<file path="src/rtl/tsfs_pkg.sv">
// Shared types, register indexes and constants of the touch sample filter and scale block.
package tsfs_pkg;

  // Converter sample width and configuration register width.
  localparam int SAMPLE_BITS = 12;
  localparam int REG_BITS    = 12;

  // Defaults for the top-level parameters.
  localparam int MAX_BURST_DEF   = 9;
  localparam int QUEUE_DEPTH_DEF = 2;

  // Channel codes carried in the kind field.
  localparam logic [1:0] KIND_PRESSURE = 2'd0;
  localparam logic [1:0] KIND_X        = 2'd1;
  localparam logic [1:0] KIND_Y        = 2'd2;
  localparam logic [1:0] KIND_UNUSED   = 2'd3;

  // Configuration register indexes.
  localparam int CFG_IDX_BITS = 3;
  localparam logic [CFG_IDX_BITS-1:0] CFG_PRESSURE_MIN  = 3'd0;
  localparam logic [CFG_IDX_BITS-1:0] CFG_X_RAW_HIGH    = 3'd1;
  localparam logic [CFG_IDX_BITS-1:0] CFG_X_RAW_LOW     = 3'd2;
  localparam logic [CFG_IDX_BITS-1:0] CFG_Y_RAW_HIGH    = 3'd3;
  localparam logic [CFG_IDX_BITS-1:0] CFG_Y_RAW_LOW     = 3'd4;
  localparam logic [CFG_IDX_BITS-1:0] CFG_SCREEN_WIDTH  = 3'd5;
  localparam logic [CFG_IDX_BITS-1:0] CFG_SCREEN_HEIGHT = 3'd6;

  // Register reset values.
  localparam logic [REG_BITS-1:0] RST_PRESSURE_MIN  = 12'd50;
  localparam logic [REG_BITS-1:0] RST_X_RAW_HIGH    = 12'd3850;
  localparam logic [REG_BITS-1:0] RST_X_RAW_LOW     = 12'd230;
  localparam logic [REG_BITS-1:0] RST_Y_RAW_HIGH    = 12'd3620;
  localparam logic [REG_BITS-1:0] RST_Y_RAW_LOW     = 12'd330;
  localparam logic [REG_BITS-1:0] RST_SCREEN_WIDTH  = 12'd480;
  localparam logic [REG_BITS-1:0] RST_SCREEN_HEIGHT = 12'd272;

  // One converter sample request.
  typedef struct packed {
    logic [1:0]             kind;
    logic [SAMPLE_BITS-1:0] sample;
    logic                   last;
  } in_item_t;

  // One touch report.
  typedef struct packed {
    logic                touched;
    logic [REG_BITS-1:0] x_pos;
    logic [REG_BITS-1:0] y_pos;
  } out_item_t;

  // Calibration registers as seen by the back end.
  typedef struct packed {
    logic [REG_BITS-1:0] pressure_min;
    logic [REG_BITS-1:0] x_raw_high;
    logic [REG_BITS-1:0] x_raw_low;
    logic [REG_BITS-1:0] y_raw_high;
    logic [REG_BITS-1:0] y_raw_low;
    logic [REG_BITS-1:0] screen_width;
    logic [REG_BITS-1:0] screen_height;
  } cfg_t;

endpackage

</file>
<file path="src/rtl/touch_sample_filter_and_scale.sv">
// Flow: a touch report is issued after the mean division, scaling multiply and scaling
// division of its Y burst; a no-touch report after the mean division of its pressure burst.
// Throughput: one sample per cycle inside a burst while the job queue is not full; the
// back end's bit-serial divider runs once per pressure job or ignored axis burst and twice per
// calibrated axis, and a two-entry job queue lets the front keep taking samples meanwhile.
// Reset: synchronous rst restores register defaults and clears the accumulators,
// the queue, the pressure flag, the held X coordinate and the output valid flag.
module touch_sample_filter_and_scale #(
  parameter int MAX_BURST   = tsfs_pkg::MAX_BURST_DEF,
  parameter int QUEUE_DEPTH = tsfs_pkg::QUEUE_DEPTH_DEF
) (
  input  logic                                  clk,
  input  logic                                  rst,
  input  logic                                  sample_valid,
  output logic                                  sample_ready,
  input  tsfs_pkg::in_item_t                    sample_data,
  output logic                                  result_valid,
  input  logic                                  result_ready,
  output tsfs_pkg::out_item_t                   result_data,
  input  logic                                  cfg_valid,
  output logic                                  cfg_ready,
  input  logic [tsfs_pkg::CFG_IDX_BITS-1:0]     cfg_index,
  input  logic [tsfs_pkg::REG_BITS-1:0]         cfg_data
);

  import tsfs_pkg::*;

  localparam int CNT_W     = $clog2(MAX_BURST + 1);
  localparam int SUM_W     = SAMPLE_BITS + CNT_W;
  localparam int DIV_NUM_W = (SUM_W > 2 * REG_BITS) ? SUM_W : 2 * REG_BITS;
  localparam int JOB_W     = 2 + SUM_W + CNT_W;

  cfg_t             cfg;
  logic             job_push;
  logic [1:0]       push_kind;
  logic [SUM_W-1:0] push_num;
  logic [CNT_W-1:0] push_cnt;
  logic             job_full;
  logic             job_pop;
  logic             job_valid;
  logic [JOB_W-1:0] job_word;

  // Configuration registers; writes are always taken.
  assign cfg_ready = 1'b1;

  always_ff @(posedge clk) begin
    if (rst) begin
      cfg.pressure_min  <= RST_PRESSURE_MIN;
      cfg.x_raw_high    <= RST_X_RAW_HIGH;
      cfg.x_raw_low     <= RST_X_RAW_LOW;
      cfg.y_raw_high    <= RST_Y_RAW_HIGH;
      cfg.y_raw_low     <= RST_Y_RAW_LOW;
      cfg.screen_width  <= RST_SCREEN_WIDTH;
      cfg.screen_height <= RST_SCREEN_HEIGHT;
    end else if (cfg_valid) begin
      case (cfg_index)
        CFG_PRESSURE_MIN:  cfg.pressure_min  <= cfg_data;
        CFG_X_RAW_HIGH:    cfg.x_raw_high    <= cfg_data;
        CFG_X_RAW_LOW:     cfg.x_raw_low     <= cfg_data;
        CFG_Y_RAW_HIGH:    cfg.y_raw_high    <= cfg_data;
        CFG_Y_RAW_LOW:     cfg.y_raw_low     <= cfg_data;
        CFG_SCREEN_WIDTH:  cfg.screen_width  <= cfg_data;
        CFG_SCREEN_HEIGHT: cfg.screen_height <= cfg_data;
        default: begin
        end
      endcase
    end
  end

  tsfs_front #(
    .MAX_BURST (MAX_BURST),
    .CNT_W     (CNT_W),
    .SUM_W     (SUM_W)
  ) u_front (
    .clk          (clk),
    .rst          (rst),
    .sample_valid (sample_valid),
    .sample_ready (sample_ready),
    .sample_data  (sample_data),
    .job_push     (job_push),
    .job_kind     (push_kind),
    .job_num      (push_num),
    .job_cnt      (push_cnt),
    .job_full     (job_full)
  );

  tsfs_queue #(
    .WIDTH (JOB_W),
    .DEPTH (QUEUE_DEPTH)
  ) u_queue (
    .clk       (clk),
    .rst       (rst),
    .push      (job_push),
    .push_data ({push_kind, push_num, push_cnt}),
    .full      (job_full),
    .pop       (job_pop),
    .nonempty  (job_valid),
    .pop_data  (job_word)
  );

  tsfs_back #(
    .CNT_W     (CNT_W),
    .SUM_W     (SUM_W),
    .DIV_NUM_W (DIV_NUM_W)
  ) u_back (
    .clk          (clk),
    .rst          (rst),
    .cfg          (cfg),
    .job_valid    (job_valid),
    .job_pop      (job_pop),
    .job_kind     (job_word[JOB_W-1 -: 2]),
    .job_num      (job_word[CNT_W +: SUM_W]),
    .job_cnt      (job_word[CNT_W-1:0]),
    .result_valid (result_valid),
    .result_ready (result_ready),
    .result_data  (result_data)
  );

endmodule

</file>
<file path="src/rtl/tsfs_div.sv">
// Restoring divider that produces one quotient bit per cycle.
module tsfs_div #(
  parameter int NUM_W = 24,
  parameter int DEN_W = 12
) (
  input  logic             clk,
  input  logic             rst,
  input  logic             start,
  input  logic [NUM_W-1:0] num,
  input  logic [DEN_W-1:0] den,
  output logic             done,
  output logic [NUM_W-1:0] quot
);

  localparam int CNT_W = $clog2(NUM_W + 1);

  logic [DEN_W-1:0] rem;
  logic [DEN_W-1:0] divisor;
  logic [CNT_W-1:0] cnt;
  logic [DEN_W:0]   trial;
  logic             fits;

  // Shift the next numerator bit into the partial remainder and test it.
  assign trial = {rem, quot[NUM_W-1]};
  assign fits  = trial >= {1'b0, divisor};

  // Step counter; done pulses for one cycle after the final step.
  always_ff @(posedge clk) begin
    if (rst) begin
      cnt  <= '0;
      done <= 1'b0;
    end else begin
      if (start) begin
        cnt <= CNT_W'(NUM_W);
      end else if (cnt != '0) begin
        cnt <= cnt - CNT_W'(1);
      end
      done <= !start && (cnt == CNT_W'(1));
    end
  end

  // Datapath: quotient bits enter at the bottom as numerator bits leave the top.
  always_ff @(posedge clk) begin
    if (start) begin
      rem     <= '0;
      divisor <= den;
      quot    <= num;
    end else if (cnt != '0) begin
      if (fits) begin
        rem <= DEN_W'(trial - {1'b0, divisor});
      end else begin
        rem <= trial[DEN_W-1:0];
      end
      quot <= {quot[NUM_W-2:0], fits};
    end
  end

endmodule

</file>
<file path="src/rtl/tsfs_queue.sv">
// Small first-in first-out queue of burst jobs between front and back end.
module tsfs_queue #(
  parameter int WIDTH = 22,
  parameter int DEPTH = 2
) (
  input  logic             clk,
  input  logic             rst,
  input  logic             push,
  input  logic [WIDTH-1:0] push_data,
  output logic             full,
  input  logic             pop,
  output logic             nonempty,
  output logic [WIDTH-1:0] pop_data
);

  localparam int PTR_W = (DEPTH > 1) ? $clog2(DEPTH) : 1;
  localparam int CNT_W = $clog2(DEPTH + 1);

  logic [WIDTH-1:0] slots [DEPTH];
  logic [PTR_W-1:0] wr_ptr;
  logic [PTR_W-1:0] rd_ptr;
  logic [CNT_W-1:0] fill;

  assign full     = fill == CNT_W'(DEPTH);
  assign nonempty = fill != '0;
  assign pop_data = slots[rd_ptr];

  // Pointer and fill bookkeeping.
  always_ff @(posedge clk) begin
    if (rst) begin
      wr_ptr <= '0;
      rd_ptr <= '0;
      fill   <= '0;
    end else begin
      if (push) begin
        wr_ptr <= (wr_ptr == PTR_W'(DEPTH - 1)) ? '0 : wr_ptr + PTR_W'(1);
      end
      if (pop) begin
        rd_ptr <= (rd_ptr == PTR_W'(DEPTH - 1)) ? '0 : rd_ptr + PTR_W'(1);
      end
      if (push && !pop) begin
        fill <= fill + CNT_W'(1);
      end else if (pop && !push) begin
        fill <= fill - CNT_W'(1);
      end
    end
  end

  // Entry storage.
  always_ff @(posedge clk) begin
    if (push) begin
      slots[wr_ptr] <= push_data;
    end
  end

endmodule

</file>
<file path="src/rtl/tsfs_front.sv">
// Front end: accumulates burst sum, minimum, maximum and count and queues one job per burst.
module tsfs_front #(
  parameter int MAX_BURST = tsfs_pkg::MAX_BURST_DEF,
  parameter int CNT_W     = 4,
  parameter int SUM_W     = 16
) (
  input  logic                   clk,
  input  logic                   rst,
  input  logic                   sample_valid,
  output logic                   sample_ready,
  input  tsfs_pkg::in_item_t     sample_data,
  output logic                   job_push,
  output logic [1:0]             job_kind,
  output logic [SUM_W-1:0]       job_num,
  output logic [CNT_W-1:0]       job_cnt,
  input  logic                   job_full
);

  import tsfs_pkg::*;

  logic [SUM_W-1:0]       burst_sum;
  logic [SAMPLE_BITS-1:0] burst_min;
  logic [SAMPLE_BITS-1:0] burst_max;
  logic [CNT_W-1:0]       burst_count;

  logic                   accept;
  logic                   use_item;
  logic                   room;
  logic [SUM_W-1:0]       sum_next;
  logic [SAMPLE_BITS-1:0] min_next;
  logic [SAMPLE_BITS-1:0] max_next;
  logic [CNT_W-1:0]       count_next;

  assign sample_ready = !job_full;
  assign accept       = sample_valid && sample_ready;
  assign use_item     = accept && (sample_data.kind != KIND_UNUSED);
  assign room         = burst_count < CNT_W'(MAX_BURST);

  // Fold the current sample into the running statistics while the burst holds fewer than MAX_BURST samples.
  always_comb begin
    sum_next   = burst_sum;
    min_next   = burst_min;
    max_next   = burst_max;
    count_next = burst_count;
    if (room) begin
      sum_next   = burst_sum + SUM_W'(sample_data.sample);
      min_next   = (sample_data.sample < burst_min) ? sample_data.sample : burst_min;
      max_next   = (sample_data.sample > burst_max) ? sample_data.sample : burst_max;
      count_next = burst_count + CNT_W'(1);
    end
  end

  // Job for the back end: trimmed sum and divisor, or plain sum for short bursts.
  always_comb begin
    job_push = use_item && sample_data.last;
    job_kind = sample_data.kind;
    if (count_next > CNT_W'(2)) begin
      job_num = sum_next - SUM_W'(min_next) - SUM_W'(max_next);
      job_cnt = count_next - CNT_W'(2);
    end else begin
      job_num = sum_next;
      job_cnt = count_next;
    end
  end

  // Accumulators restart after every marked sample that is not of the unused kind.
  always_ff @(posedge clk) begin
    if (rst) begin
      burst_sum   <= '0;
      burst_min   <= '1;
      burst_max   <= '0;
      burst_count <= '0;
    end else if (use_item) begin
      if (sample_data.last) begin
        burst_sum   <= '0;
        burst_min   <= '1;
        burst_max   <= '0;
        burst_count <= '0;
      end else begin
        burst_sum   <= sum_next;
        burst_min   <= min_next;
        burst_max   <= max_next;
        burst_count <= count_next;
      end
    end
  end

endmodule

</file>
<file path="src/rtl/tsfs_back.sv">
// Back end: divides each burst, qualifies pressure, calibrates X and Y and issues reports.
module tsfs_back #(
  parameter int CNT_W     = 4,
  parameter int SUM_W     = 16,
  parameter int DIV_NUM_W = 24
) (
  input  logic                clk,
  input  logic                rst,
  input  tsfs_pkg::cfg_t      cfg,
  input  logic                job_valid,
  output logic                job_pop,
  input  logic [1:0]          job_kind,
  input  logic [SUM_W-1:0]    job_num,
  input  logic [CNT_W-1:0]    job_cnt,
  output logic                result_valid,
  input  logic                result_ready,
  output tsfs_pkg::out_item_t result_data
);

  import tsfs_pkg::*;

  localparam int PROD_W = 2 * REG_BITS;

  typedef enum logic [6:0] {
    S_IDLE   = 7'b0000001,
    S_DIV1   = 7'b0000010,
    S_MUL    = 7'b0000100,
    S_DSTART = 7'b0001000,
    S_DIV2   = 7'b0010000,
    S_FIN    = 7'b0100000,
    S_OUT    = 7'b1000000
  } state_t;

  state_t                 state;
  logic [1:0]             kind;
  logic                   pressure_ok;
  logic [REG_BITS-1:0]    held_x;
  logic [REG_BITS-1:0]    v_c;
  logic [REG_BITS-1:0]    sel_lo;
  logic [REG_BITS-1:0]    sel_size;
  logic [REG_BITS-1:0]    span;
  logic [REG_BITS-1:0]    coord;
  logic [PROD_W-1:0]      prod;
  out_item_t              res_hold;

  logic                   div_start;
  logic [DIV_NUM_W-1:0]   div_num;
  logic [REG_BITS-1:0]    div_den;
  logic                   div_done;
  logic [DIV_NUM_W-1:0]   div_quot;

  logic [SAMPLE_BITS-1:0] burst_val;
  logic [REG_BITS-1:0]    axis_hi;
  logic [REG_BITS-1:0]    axis_lo;
  logic [REG_BITS-1:0]    axis_size;
  logic [REG_BITS-1:0]    v_top;
  logic                   out_free;

  // The shared divider serves the burst mean and then the axis scaling.
  assign job_pop   = (state == S_IDLE) && job_valid;
  assign div_start = job_pop || (state == S_DSTART);
  assign div_num   = (state == S_IDLE) ? DIV_NUM_W'(job_num) : DIV_NUM_W'(prod);
  assign div_den   = (state == S_IDLE) ? REG_BITS'(job_cnt) : span;

  tsfs_div #(
    .NUM_W (DIV_NUM_W),
    .DEN_W (REG_BITS)
  ) u_div (
    .clk   (clk),
    .rst   (rst),
    .start (div_start),
    .num   (div_num),
    .den   (div_den),
    .done  (div_done),
    .quot  (div_quot)
  );

  // Axis selection and clamping of the burst value.
  always_comb begin
    burst_val = div_quot[SAMPLE_BITS-1:0];
    if (kind == KIND_X) begin
      axis_hi   = cfg.x_raw_high;
      axis_lo   = cfg.x_raw_low;
      axis_size = cfg.screen_width;
    end else begin
      axis_hi   = cfg.y_raw_high;
      axis_lo   = cfg.y_raw_low;
      axis_size = cfg.screen_height;
    end
    v_top = (REG_BITS'(burst_val) > axis_hi) ? axis_hi : REG_BITS'(burst_val);
  end

  assign out_free = !result_valid || result_ready;

  // Sequencer for one burst job at a time.
  always_ff @(posedge clk) begin
    if (rst) begin
      state       <= S_IDLE;
      kind        <= KIND_PRESSURE;
      pressure_ok <= 1'b0;
      held_x      <= '0;
    end else begin
      case (state)
        S_IDLE: begin
          if (job_valid) begin
            kind  <= job_kind;
            state <= S_DIV1;
          end
        end
        S_DIV1: begin
          if (div_done) begin
            if (kind == KIND_PRESSURE) begin
              if (REG_BITS'(burst_val) > cfg.pressure_min) begin
                pressure_ok <= 1'b1;
                state       <= S_IDLE;
              end else begin
                pressure_ok <= 1'b0;
                res_hold    <= '0;
                state       <= S_OUT;
              end
            end else if (!pressure_ok || (kind == KIND_UNUSED)) begin
              state <= S_IDLE;
            end else if (axis_hi <= axis_lo) begin
              coord <= '0;
              state <= S_FIN;
            end else begin
              v_c      <= (v_top < axis_lo) ? axis_lo : v_top;
              sel_lo   <= axis_lo;
              sel_size <= axis_size;
              span     <= axis_hi - axis_lo;
              state    <= S_MUL;
            end
          end
        end
        S_MUL: begin
          prod  <= PROD_W'(sel_size) * PROD_W'(v_c - sel_lo);
          state <= S_DSTART;
        end
        S_DSTART: begin
          state <= S_DIV2;
        end
        S_DIV2: begin
          if (div_done) begin
            coord <= sel_size - div_quot[REG_BITS-1:0];
            state <= S_FIN;
          end
        end
        S_FIN: begin
          if (kind == KIND_X) begin
            held_x <= coord;
            state  <= S_IDLE;
          end else begin
            res_hold.touched <= 1'b1;
            res_hold.x_pos   <= held_x;
            res_hold.y_pos   <= coord;
            pressure_ok      <= 1'b0;
            state            <= S_OUT;
          end
        end
        S_OUT: begin
          if (out_free) begin
            state <= S_IDLE;
          end
        end
        default: begin
          state <= S_IDLE;
        end
      endcase
    end
  end

  // Output register holds a report until it is taken.
  always_ff @(posedge clk) begin
    if (rst) begin
      result_valid <= 1'b0;
    end else if ((state == S_OUT) && out_free) begin
      result_valid <= 1'b1;
    end else if (result_ready) begin
      result_valid <= 1'b0;
    end
  end

  always_ff @(posedge clk) begin
    if ((state == S_OUT) && out_free) begin
      result_data <= res_hold;
    end
  end

endmodule
</file>
<file path="config.mk">
export PLATFORM = sky130hd
export DESIGN_NAME = touch_sample_filter_and_scale
export DESIGN_NICKNAME = d
export VERILOG_FILES = /design/src/rtl/tsfs_pkg.sv /design/src/rtl/touch_sample_filter_and_scale.sv /design/src/rtl/tsfs_div.sv /design/src/rtl/tsfs_queue.sv /design/src/rtl/tsfs_front.sv /design/src/rtl/tsfs_back.sv
export SDC_FILE = /design/constraint.sdc
export NUM_CORES = 1
export LEC_CHECK = 0
export ABC_AREA = 1
export BUFFER_PORTS_ARGS = -buffer_cell sky130_fd_sc_hd__buf_4
export CAP_MARGIN = 15
export CORE_MARGIN = 2
export CORE_UTILIZATION = 45
export CTS_CLUSTER_SIZE = 30
export DETAILED_ROUTE_END_ITERATION = 16
export GPL_TIMING_DRIVEN = 0
export PLACE_DENSITY = 0.59
export RECOVER_POWER = 100
export REMOVE_ABC_BUFFERS = 1
export SETUP_SLACK_MARGIN = 0.5
export SLEW_MARGIN = 15
export SYNTH_ARGS = -nofsm -noshare
export SYNTH_HDL_FRONTEND = slang
export SYNTH_SLANG_ARGS = --single-unit
</file>
<file path="constraint.sdc">
create_clock -name clk -period 11.1 [get_ports clk]
set_input_delay 2.775 -clock clk [delete_from_list [all_inputs] [get_ports clk]]
set_output_delay 2.775 -clock clk [all_outputs]
set_load 0.02 [all_outputs]
</file>
==> results of run 1 <==
## cells in the mapped netlist (13+ instances only)
cell / number / area share
nand2_1: 613 / 0.088
or2_2: 28 / 0.0067
o211ai_1: 28 / 0.0081
nor2_1: 281 / 0.040
edfxtp_1: 214 / 0.25
dfxtp_1: 174 / 0.13
inv_1: 510 / 0.073
ha_1: 178 / 0.085
buf_2: 16 / 0.0031
o21ai_1: 16 / 0.0031
a21oi_1: 207 / 0.040
xnor2_1: 32 / 0.011
nand3_1: 113 / 0.022
fa_1: 160 / 0.12
o22ai_1: 13 / 0.0031
nor3_1: 23 / 0.0044
xor2_1: 41 / 0.014
o21ai_0: 212 / 0.041
nand4_1: 25 / 0.0060
clkbuf_1: 81 / 0.012
a31oi_1: 23 / 0.0055
## power groups by stage
stage	clock [W]	sequential, W	combinational, W
floorplan	0	0.00189	0.00165
finish	0.00146	0.00194	0.00227
detailed placement	0	0.00197	0.00230
CTS	0.00149	0.00194	0.00231
global route	0.00154	0.00196	0.00257
global placement	0	0.00196	0.00220
## path summary, 6_finish.rpt
check / cells past startpoint / to / start
min reg2reg: 0 / u_back.result_data[9] / u_back.res_hold[9]
max reg2reg: 22 / u_back.v_c[11] / u_back.kind[0]
min: 0 / u_back.result_data[9] / u_back.res_hold[9]
max: 22 / u_back.v_c[11] / u_back.kind[0]
## state kept, by name (all words and copies together), names as in the netlist, 16 cells and up, named ones only
signal	count
u_back.prod	24
u_back.u_div.quot	24
u_front.burst_sum	16
cfg	84
u_queue.slots	44
u_back.res_hold	25
u_back.result_data	25
## worst register-to-register path, delay by kind of cell, from the launching register on
kind	cells	cell delay (ns)
DFF	1	0.35
and+or+nand+nor	11	1.54
buffers and inverters	5	3.07
adders and majority gates	2	0.63
AOI/OAI and AO/OA	4	3.00
## stage by stage
| step | power [W] | setup slack, ns |
|---|---|---|
| 2_1_floorplan | 0.00353 | 4.38 |
| 4_1_cts | 0.00574 | 3.82 |
| 3_5_place_dp | 0.00426 | 3.87 |
| 5_1_grt | 0.00607 | 1.73 |
| 3_3_place_gp | 0.00416 | 0.653 |
| 6_report | 0.00567 | 2.26 |
## kinds of logic (layout without fill, tap and decap cells)
kind of cell,count (synthesis),in the layout
other,1,1
XOR/XNOR,74,74
AO/OA/AOI/OAI,553,553
AND/OR/NAND/NOR,1112,1112
multiplexers,3,3
flip-flops,388,388
buffers and inverters,625,683
adder cells (fa/ha/maj),338,338
## routing by layer
metal	GRT usage	up-vias	part of all wire
met2	0.386	510	0.47
met5	0	-	0
li1	-	10100	-
met4	0.0717	0	0.028
met1	0.304	9835	0.45
met3	0.0255	121	0.049
## area by class of cell
type | instances | area [um^2] | share of cell area
Clock buffer | 61 | 1270 | 0.0445
Multi-Input combinational cell | 2081 | 13700 | 0.481
Tap cell | 765 | 957 | 0.0336
Inverter | 524 | 1970 | 0.0691
Timing Repair Buffer | 80 | 489 | 0.0172
Sequential cell | 388 | 9910 | 0.348
Clock inverter | 18 | 183 | 0.00641
==> metrics.md, run 1 <==
| Metric | Value |
|---|---|
| Status | `finished with violations` |
| Failing checks | `capacitance limit, slew limit` |
| Post-DRT Antenna Nets | `0` |
| Worst path max stage delay | `1.34 ns` |
| CTS resizes | `0` |
| Wire length per cell | `17.3 um` |
| GPL Wtd Cong | `0.946` |
| CTS tree | `built` |
| Switching portion of total power | `0.396` |
| Final instance area | `28500 um^2` |
| Slew Viols, Final | `211` |
| XOR/XNOR Fraction of Synth Area | `0.0251` |
| Clock buffer count from CTS | `43` |
| Post-synth EDFFs | `214` |
| Max Freq | `113 MHz` |
| Clk slew on worst S/H paths | `0.06 ns` |
| Core Footprint | `57500 um^2` |
| WP data arrival | `9.16 ns` |
| Fin. Hold Viols | `0` |
| CP Max Fanout | `45` |
| Final #Nets | `3491` |
| Number of setup violations in the final report | `0` |
| Buf/Inv on CP | `5` |
| Worst-margin pin slew | `2.62 ns` |
| Internal power | `0.00343 W` |
| Sequential share of power | `0.343` |
| Critical Path, Cell by Cell | `inv_1 -> nor2_1 -> clkbuf_1 -> inv_1 -> o21ai_0 -> ha_1 -> nand4_1 -> nor2_1 -> nand2_1 -> nand3_1 -> nand2_1 -> o21ai_0 -> ha_1 -> nand2_1 -> inv_2 -> nand3_1 -> a31oi_1 -> a2111oi_0 -> clkbuf_1 -> nand2_1 -> nand2_1 -> nand2_1` |
| Number of global-route vias before repair | `20400` |
| PortBufs | `61` |
| P_leak | `13.0 nW` |
| DP HPWL | `51.6 mm` |
| GRT Total Usage | `0.227` |
| Yosys cell types | `54` |
| Crit start category | `flop` |
| Power per cell area | `199 nW/um^2` |
| RSZ-0062 raised after global routing | `no` |
| Ports | `63` |
| Worst path top cell family by delay | `buffers and inverters` |
| Initial drt markers | `1347` |
| Layout cell share with drive strength beyond 1 | `0.0489` |
| Async S/R FF share, synth | `0` |
| Initial antenna violation count | `1` |
| Worst rel slew slack | `-0.749` |
| Crit Path Category | `reg -> reg` |
| Antenna Cells | `0` |
| Syn Inst Count | `3094` |
| Area after DPL | `27400 um^2` |
| Clk sinks | `388` |
| Clock power share | `0.257` |
| Die area | `59900 um^2` |
| Chip width | `245 um` |
| Seq/Total Area, Yosys | `0.380` |
| Global-route wire length before repair | `108 mm` |
| CP Capture Type | `flop` |
| Total grt overflow | `0` |
| Multiplexer share of the synthesized area | `0.00130` |
| Cell mode on critical path | `nand2_1` |
| Die height | `245 um` |
| R2R Setup Slk | `2.26 ns` |
| Post-route core utilization | `0.496` |
| Period utilisation layout | `0.796` |
| Vias | `20500` |
| Syn_area_per_cell | `8.43 um^2` |
| Synth Area in Compound Gates | `0.116` |
| Worst skew pair latency | `0.58 ns` |
| Inst Count DP | `3838` |
| Post-Synth Simple-Gate Area | `0.177` |
| Slowest CP cell | `inv_1` |
| Via-to-Cell Ratio | `5.24` |
| Htree depth | `2` |
| Setup tns final | `0 ns` |
| Post-Route WL | `67.6 mm` |
| Setup bufs post-CTS | `0` |
| Largest net degree at the start of global routing | `91` |
| FP Rows | `88` |
| Filler cell count | `5487` |
| Min Tclk post-route | `8.84 ns` |
| YS warnings | `0` |
| Top FF cell, synth | `edfxtp_1` |
| Layout Skew | `0.0246 ns` |
| Clock root buffer | `clkbuf_16` |
| Max Cap Viol | `6` |
| Synthesized area | `26100 um^2` |
| Most common cell after layout, fill and taps aside | `nand2_1` |
| Worst hold path type | `reg -> reg` |
| Hold_buf cts | `0` |
| Flops & latches, synth | `388` |
| Final cell count without fillers | `3917` |
| Bufs on Longest Clock Path | `3` |
| Post-Synth Adder-Cell Area | `0.208` |
| Hold WS | `0.416 ns` |
| Residual DRC | `0` |
| Maximum VDD drop | `0.118 mV` |
| DR pass1 iterations | `7` |
| Psw | `0.00224 W` |
| Largest family of logic cells by synthesized area | `adder cells` |
| Area growth syn-to-layout | `9.31%` |
| Critical path required time | `11.42 ns` |
| Initial Util | `0.454` |
| Commonest cells after routing, fill and taps aside | `nand2_1 (616), inv_1 (513), nor2_1 (286)` |
| Combinational share of power | `0.400` |
(Power assumes the default switching activity.)
==> run 2: changes to the inputs <==
--- a/config.mk
+++ b/config.mk
@@ -13,7 +13,7 @@
 export CTS_CLUSTER_SIZE = 30
 export DETAILED_ROUTE_END_ITERATION = 16
 export GPL_TIMING_DRIVEN = 0
-export PLACE_DENSITY = 0.59
+export PLACE_DENSITY = 0.61
 export RECOVER_POWER = 100
 export REMOVE_ABC_BUFFERS = 1
 export SETUP_SLACK_MARGIN = 0.5
==> constraint.sdc (replaced) <==
create_clock -name clk -period 7.6 [get_ports clk]
set_input_delay 1.9 -clock clk [delete_from_list [all_inputs] [get_ports clk]]
set_output_delay 1.9 -clock clk [all_outputs]
set_load 0.02 [all_outputs]
==> run 2 against run 1 <==
Worst hold slack improved by 0.0011 ns. Count of clock-buffer cells in the layout fell by 5. Critical endpoint is now u_back.prod[16]. Sequential share of layout area fell by 0.23 points. Setup slack got worse by 1.5 ns. Non-clock buffer count rose by 4. Global-route usage fell by 0.21 points. First-iteration DRC count rose by 4.5%. Die area did not move. The flow still finishes with violations (capacitance limit, slew limit). Largest power group unchanged. Critical path type unchanged. Sequential power rose by 46%. Clock skew fell by 0.0065 ns. Final cell count rose by 0.13%. Final area rose by 0.65%.
==> metrics.md, run 2 (same netlist as run 1, synthesis figures left out) <==
| Metric | Value |
|---|---|
| Status | `finished with violations` |
| Failing checks | `capacitance limit, slew limit` |
| CP Capture Type | `flop` |
| GRT Total Usage | `0.225 (-0.00205)` |
| Global-route wire length before repair | `108 mm (-0.51%)` |
| Crit path from | `u_back.sel_lo[0]` |
| Min-Delay Startpoint | `u_back.res_hold[0]` |
| Number of global-route vias before repair | `20000 (-2.1%)` |
| Worst hold path type | `reg -> reg` |
| Period utilisation layout | `0.904 (+0.108)` |
| Commonest cells after routing, fill and taps aside | `nand2_1 (612), inv_1 (511), nor2_1 (285)` |
| Ports | `63 (unchanged)` |
| CP Max Fanout | `9 (-80%)` |
| Crit start category | `flop` |
| Post-Route WL | `67.0 mm (-0.92%)` |
| Bufs on Longest Clock Path | `3 (unchanged)` |
| PortBufs | `61 (unchanged)` |
| Clk sinks | `388 (unchanged)` |
| P_leak | `13.0 nW (+0.35%)` |
| Post-DRT Antenna Nets | `0 (unchanged)` |
| Reg-to-reg startpoint | `u_back.sel_lo[0]` |
| Crit Path Category | `reg -> reg` |
| FP Rows | `88 (unchanged)` |
| RSZ-0062 raised after global routing | `yes` |
| Max Freq | `146 MHz (+29%)` |
| Pre-CTS setup slack | `0.561 ns (-3.31 ns)` |
| Final cell count without fillers | `3922 (+0.13%)` |
| Reg area | `9910 um^2 (unchanged)` |
| Layout cell share with drive strength beyond 1 | `0.0523 (+0.00341)` |
| Area growth syn-to-layout | `10.0%` |
| GPL Wtd Cong | `0.974 (+2.9%)` |
| Critical path required time | `7.92 ns (-3.50 ns)` |
| Fin. Hold Viols | `0 (unchanged)` |
| Slew Viols, Final | `181 (-14%)` |
| Clk slew on worst S/H paths | `0.06 ns (about the same)` |
| Reg2reg end | `u_back.prod[16]` |
| Post-layout worst setup margin | `0.727 ns (-1.53 ns)` |
| Final #Nets | `3496 (+0.14%)` |
| Wire length per cell | `17.1 um (-1.0%)` |
| Worst skew pair latency | `0.58 ns (about the same)` |
| Die height | `245 um (unchanged)` |
| Chip width | `245 um (unchanged)` |
| Worst-margin pin slew | `2.60 ns (-0.0239 ns)` |
| Multi-input logic area | `13800 um^2 (+0.48%)` |
| Core Footprint | `57500 um^2 (unchanged)` |
| Clock root buffer | `clkbuf_16` |
| Antenna Cells | `0 (unchanged)` |
| DR pass1 iterations | `7 (unchanged)` |
| Initial Util | `0.454 (unchanged)` |
| CTS tree | `built` |
| Met2 Track Usage GR | `0.374 (-0.0122)` |
| DP HPWL | `51.3 mm (-0.64%)` |
| Largest net degree at the start of global routing | `92 (+1.1%)` |
| Global routing usage on met1 | `0.309 (+0.00468)` |
| R2R Setup Slk | `0.73 ns (-1.53 ns)` |
| Regs by FF count | `cfg x84, u_queue.slots x44` |
| GRT Max-Usage Layer | `met2` |
| Vias | `20600 (+0.38%)` |
| Hold_buf cts | `0 (unchanged)` |
| Most common cell after layout, fill and taps aside | `nand2_1` |
| Residual DRC | `0 (unchanged)` |
| Min Tclk post-route | `6.87 ns (-1.97 ns)` |
| Max FFs per register | `84 (unchanged)` |
| Number of setup violations in the final report | `0 (unchanged)` |
| Via-to-Cell Ratio | `5.25 (+0.25%)` |
| Power per cell area | `295 nW/um^2 (+48%)` |
| Initial antenna violation count | `0 (-1)` |
| Worst rel slew slack | `-0.733 (+0.0159)` |
| Layout Skew | `0.0181 ns (-0.00653 ns)` |
| Initial drt markers | `1407 (+4.5%)` |
| Maximum VDD drop | `0.198 mV (+68%)` |
| Clock buffer count from CTS | `44 (+2.3%)` |
| Die area | `59900 um^2 (unchanged)` |
| Inst Count DP | `3836 (-0.052%)` |
| Worst Reg2Reg Path Length in Cells | `26 (+18%)` |
| Htree depth | `2 (unchanged)` |
| Met3 Track Usage GR | `0.0317 (+0.00623)` |
| WP data arrival | `7.19 ns (-1.97 ns)` |
| Filler cell count | `5502 (+0.27%)` |
| Top reg by flops | `cfg` |
| Total grt overflow | `0 (unchanged)` |
| Crit path capture | `u_back.prod[16]` |
| Max Cap Viol | `5 (-1)` |
[run 2: cell types whose count changed in the layout (fill, tap and decap cells not counted), moves of 4 or more]
cell       delta
clkbuf_8      -5
bufinv_16     +5
buf_4         +9
nand2_2       +4
clkinv_2      -8
nand2_1       -4
clkinv_1      +7
[run 2: power breakdown]
part | internal (W) | switching [W] | total, W
Clock | 0.00135 | 0.000882 | 0.00224
Sequential | 0.00261 | 0.000218 | 0.00283
Combinational | 0.00116 | 0.00223 | 0.00339
Total | 0.00513 | 0.00333 | 0.00845
[run 2: timing repair]
| action | in CTS | in global routing |
|---|---|---|
| setup endpoints to repair | 0 | 10 |
| buffers inserted | 0 | 5 |
| gates resized for setup | 0 | 15 |
[run 2: layout make-up]
type / count / share of cell area
inverter: 524 / 0.0687
timing repair buffer: 84 / 0.0191
clock inverter: 24 / 0.0123
tap: 765 / 0.0334
clock buffer: 56 / 0.0403
sequential: 388 / 0.346
multi-input combinational: 2081 / 0.481
[run 2: critical path, stage by stage, from the launching register on]
cell and delay [ns]:
edfxtp_1 0.37, ha_1 0.26, fa_1 0.40, inv_1 0.07, nand2_1 0.06, nand2_1 0.05
o21ai_0 0.16, xnor2_1 0.74, inv_1 0.27, nor2_1 0.20, fa_1 0.44, inv_1 0.11
fa_1 0.40, inv_1 0.08, fa_1 0.43, fa_1 0.54, inv_1 0.06, fa_1 0.52
inv_1 0.04, ha_1 0.36, a21oi_1 0.22, o21ai_0 0.14, a21o_1 0.20, a31o_2 0.23
nand2_1 0.06, nand2_1 0.06, xor2_1 0.15
[run 2: per-stage QoR]
step	power, W	area (um^2)	TNS [ns]	utilization	hold WS [ns]
2_1_floorplan	0.00516	25700	0	-	0.400
3_3_place_gp	0.00610	27100	-137.26	0.471	0.406
3_5_place_dp	0.00623	27300	0	0.476	0.405
4_1_cts	0.00849	28800	0	0.502	0.418
5_1_grt	0.00904	28700	0	0.499	0.425
6_report	0.00845	28700	0	0.499	0.417
[run 2: worst min path at each step]
stage                                   to  slack [ns]  cells past startpoint
floorplan            u_back.result_data[0]        0.40                      0
global placement    u_back.result_data[23]        0.41                      0
detailed placement   u_back.result_data[0]        0.40                      0
CTS                  u_back.result_data[0]        0.42                      0
global route        u_back.result_data[13]        0.42                      0
finish               u_back.result_data[0]        0.42                      0
[run 2: layer usage]
layer  vias up  wire length [um]
met5         -                 0
met3       107              3850
met2       557             30900
met1      9862             30700
met4         0              1610
li1      10100                 -
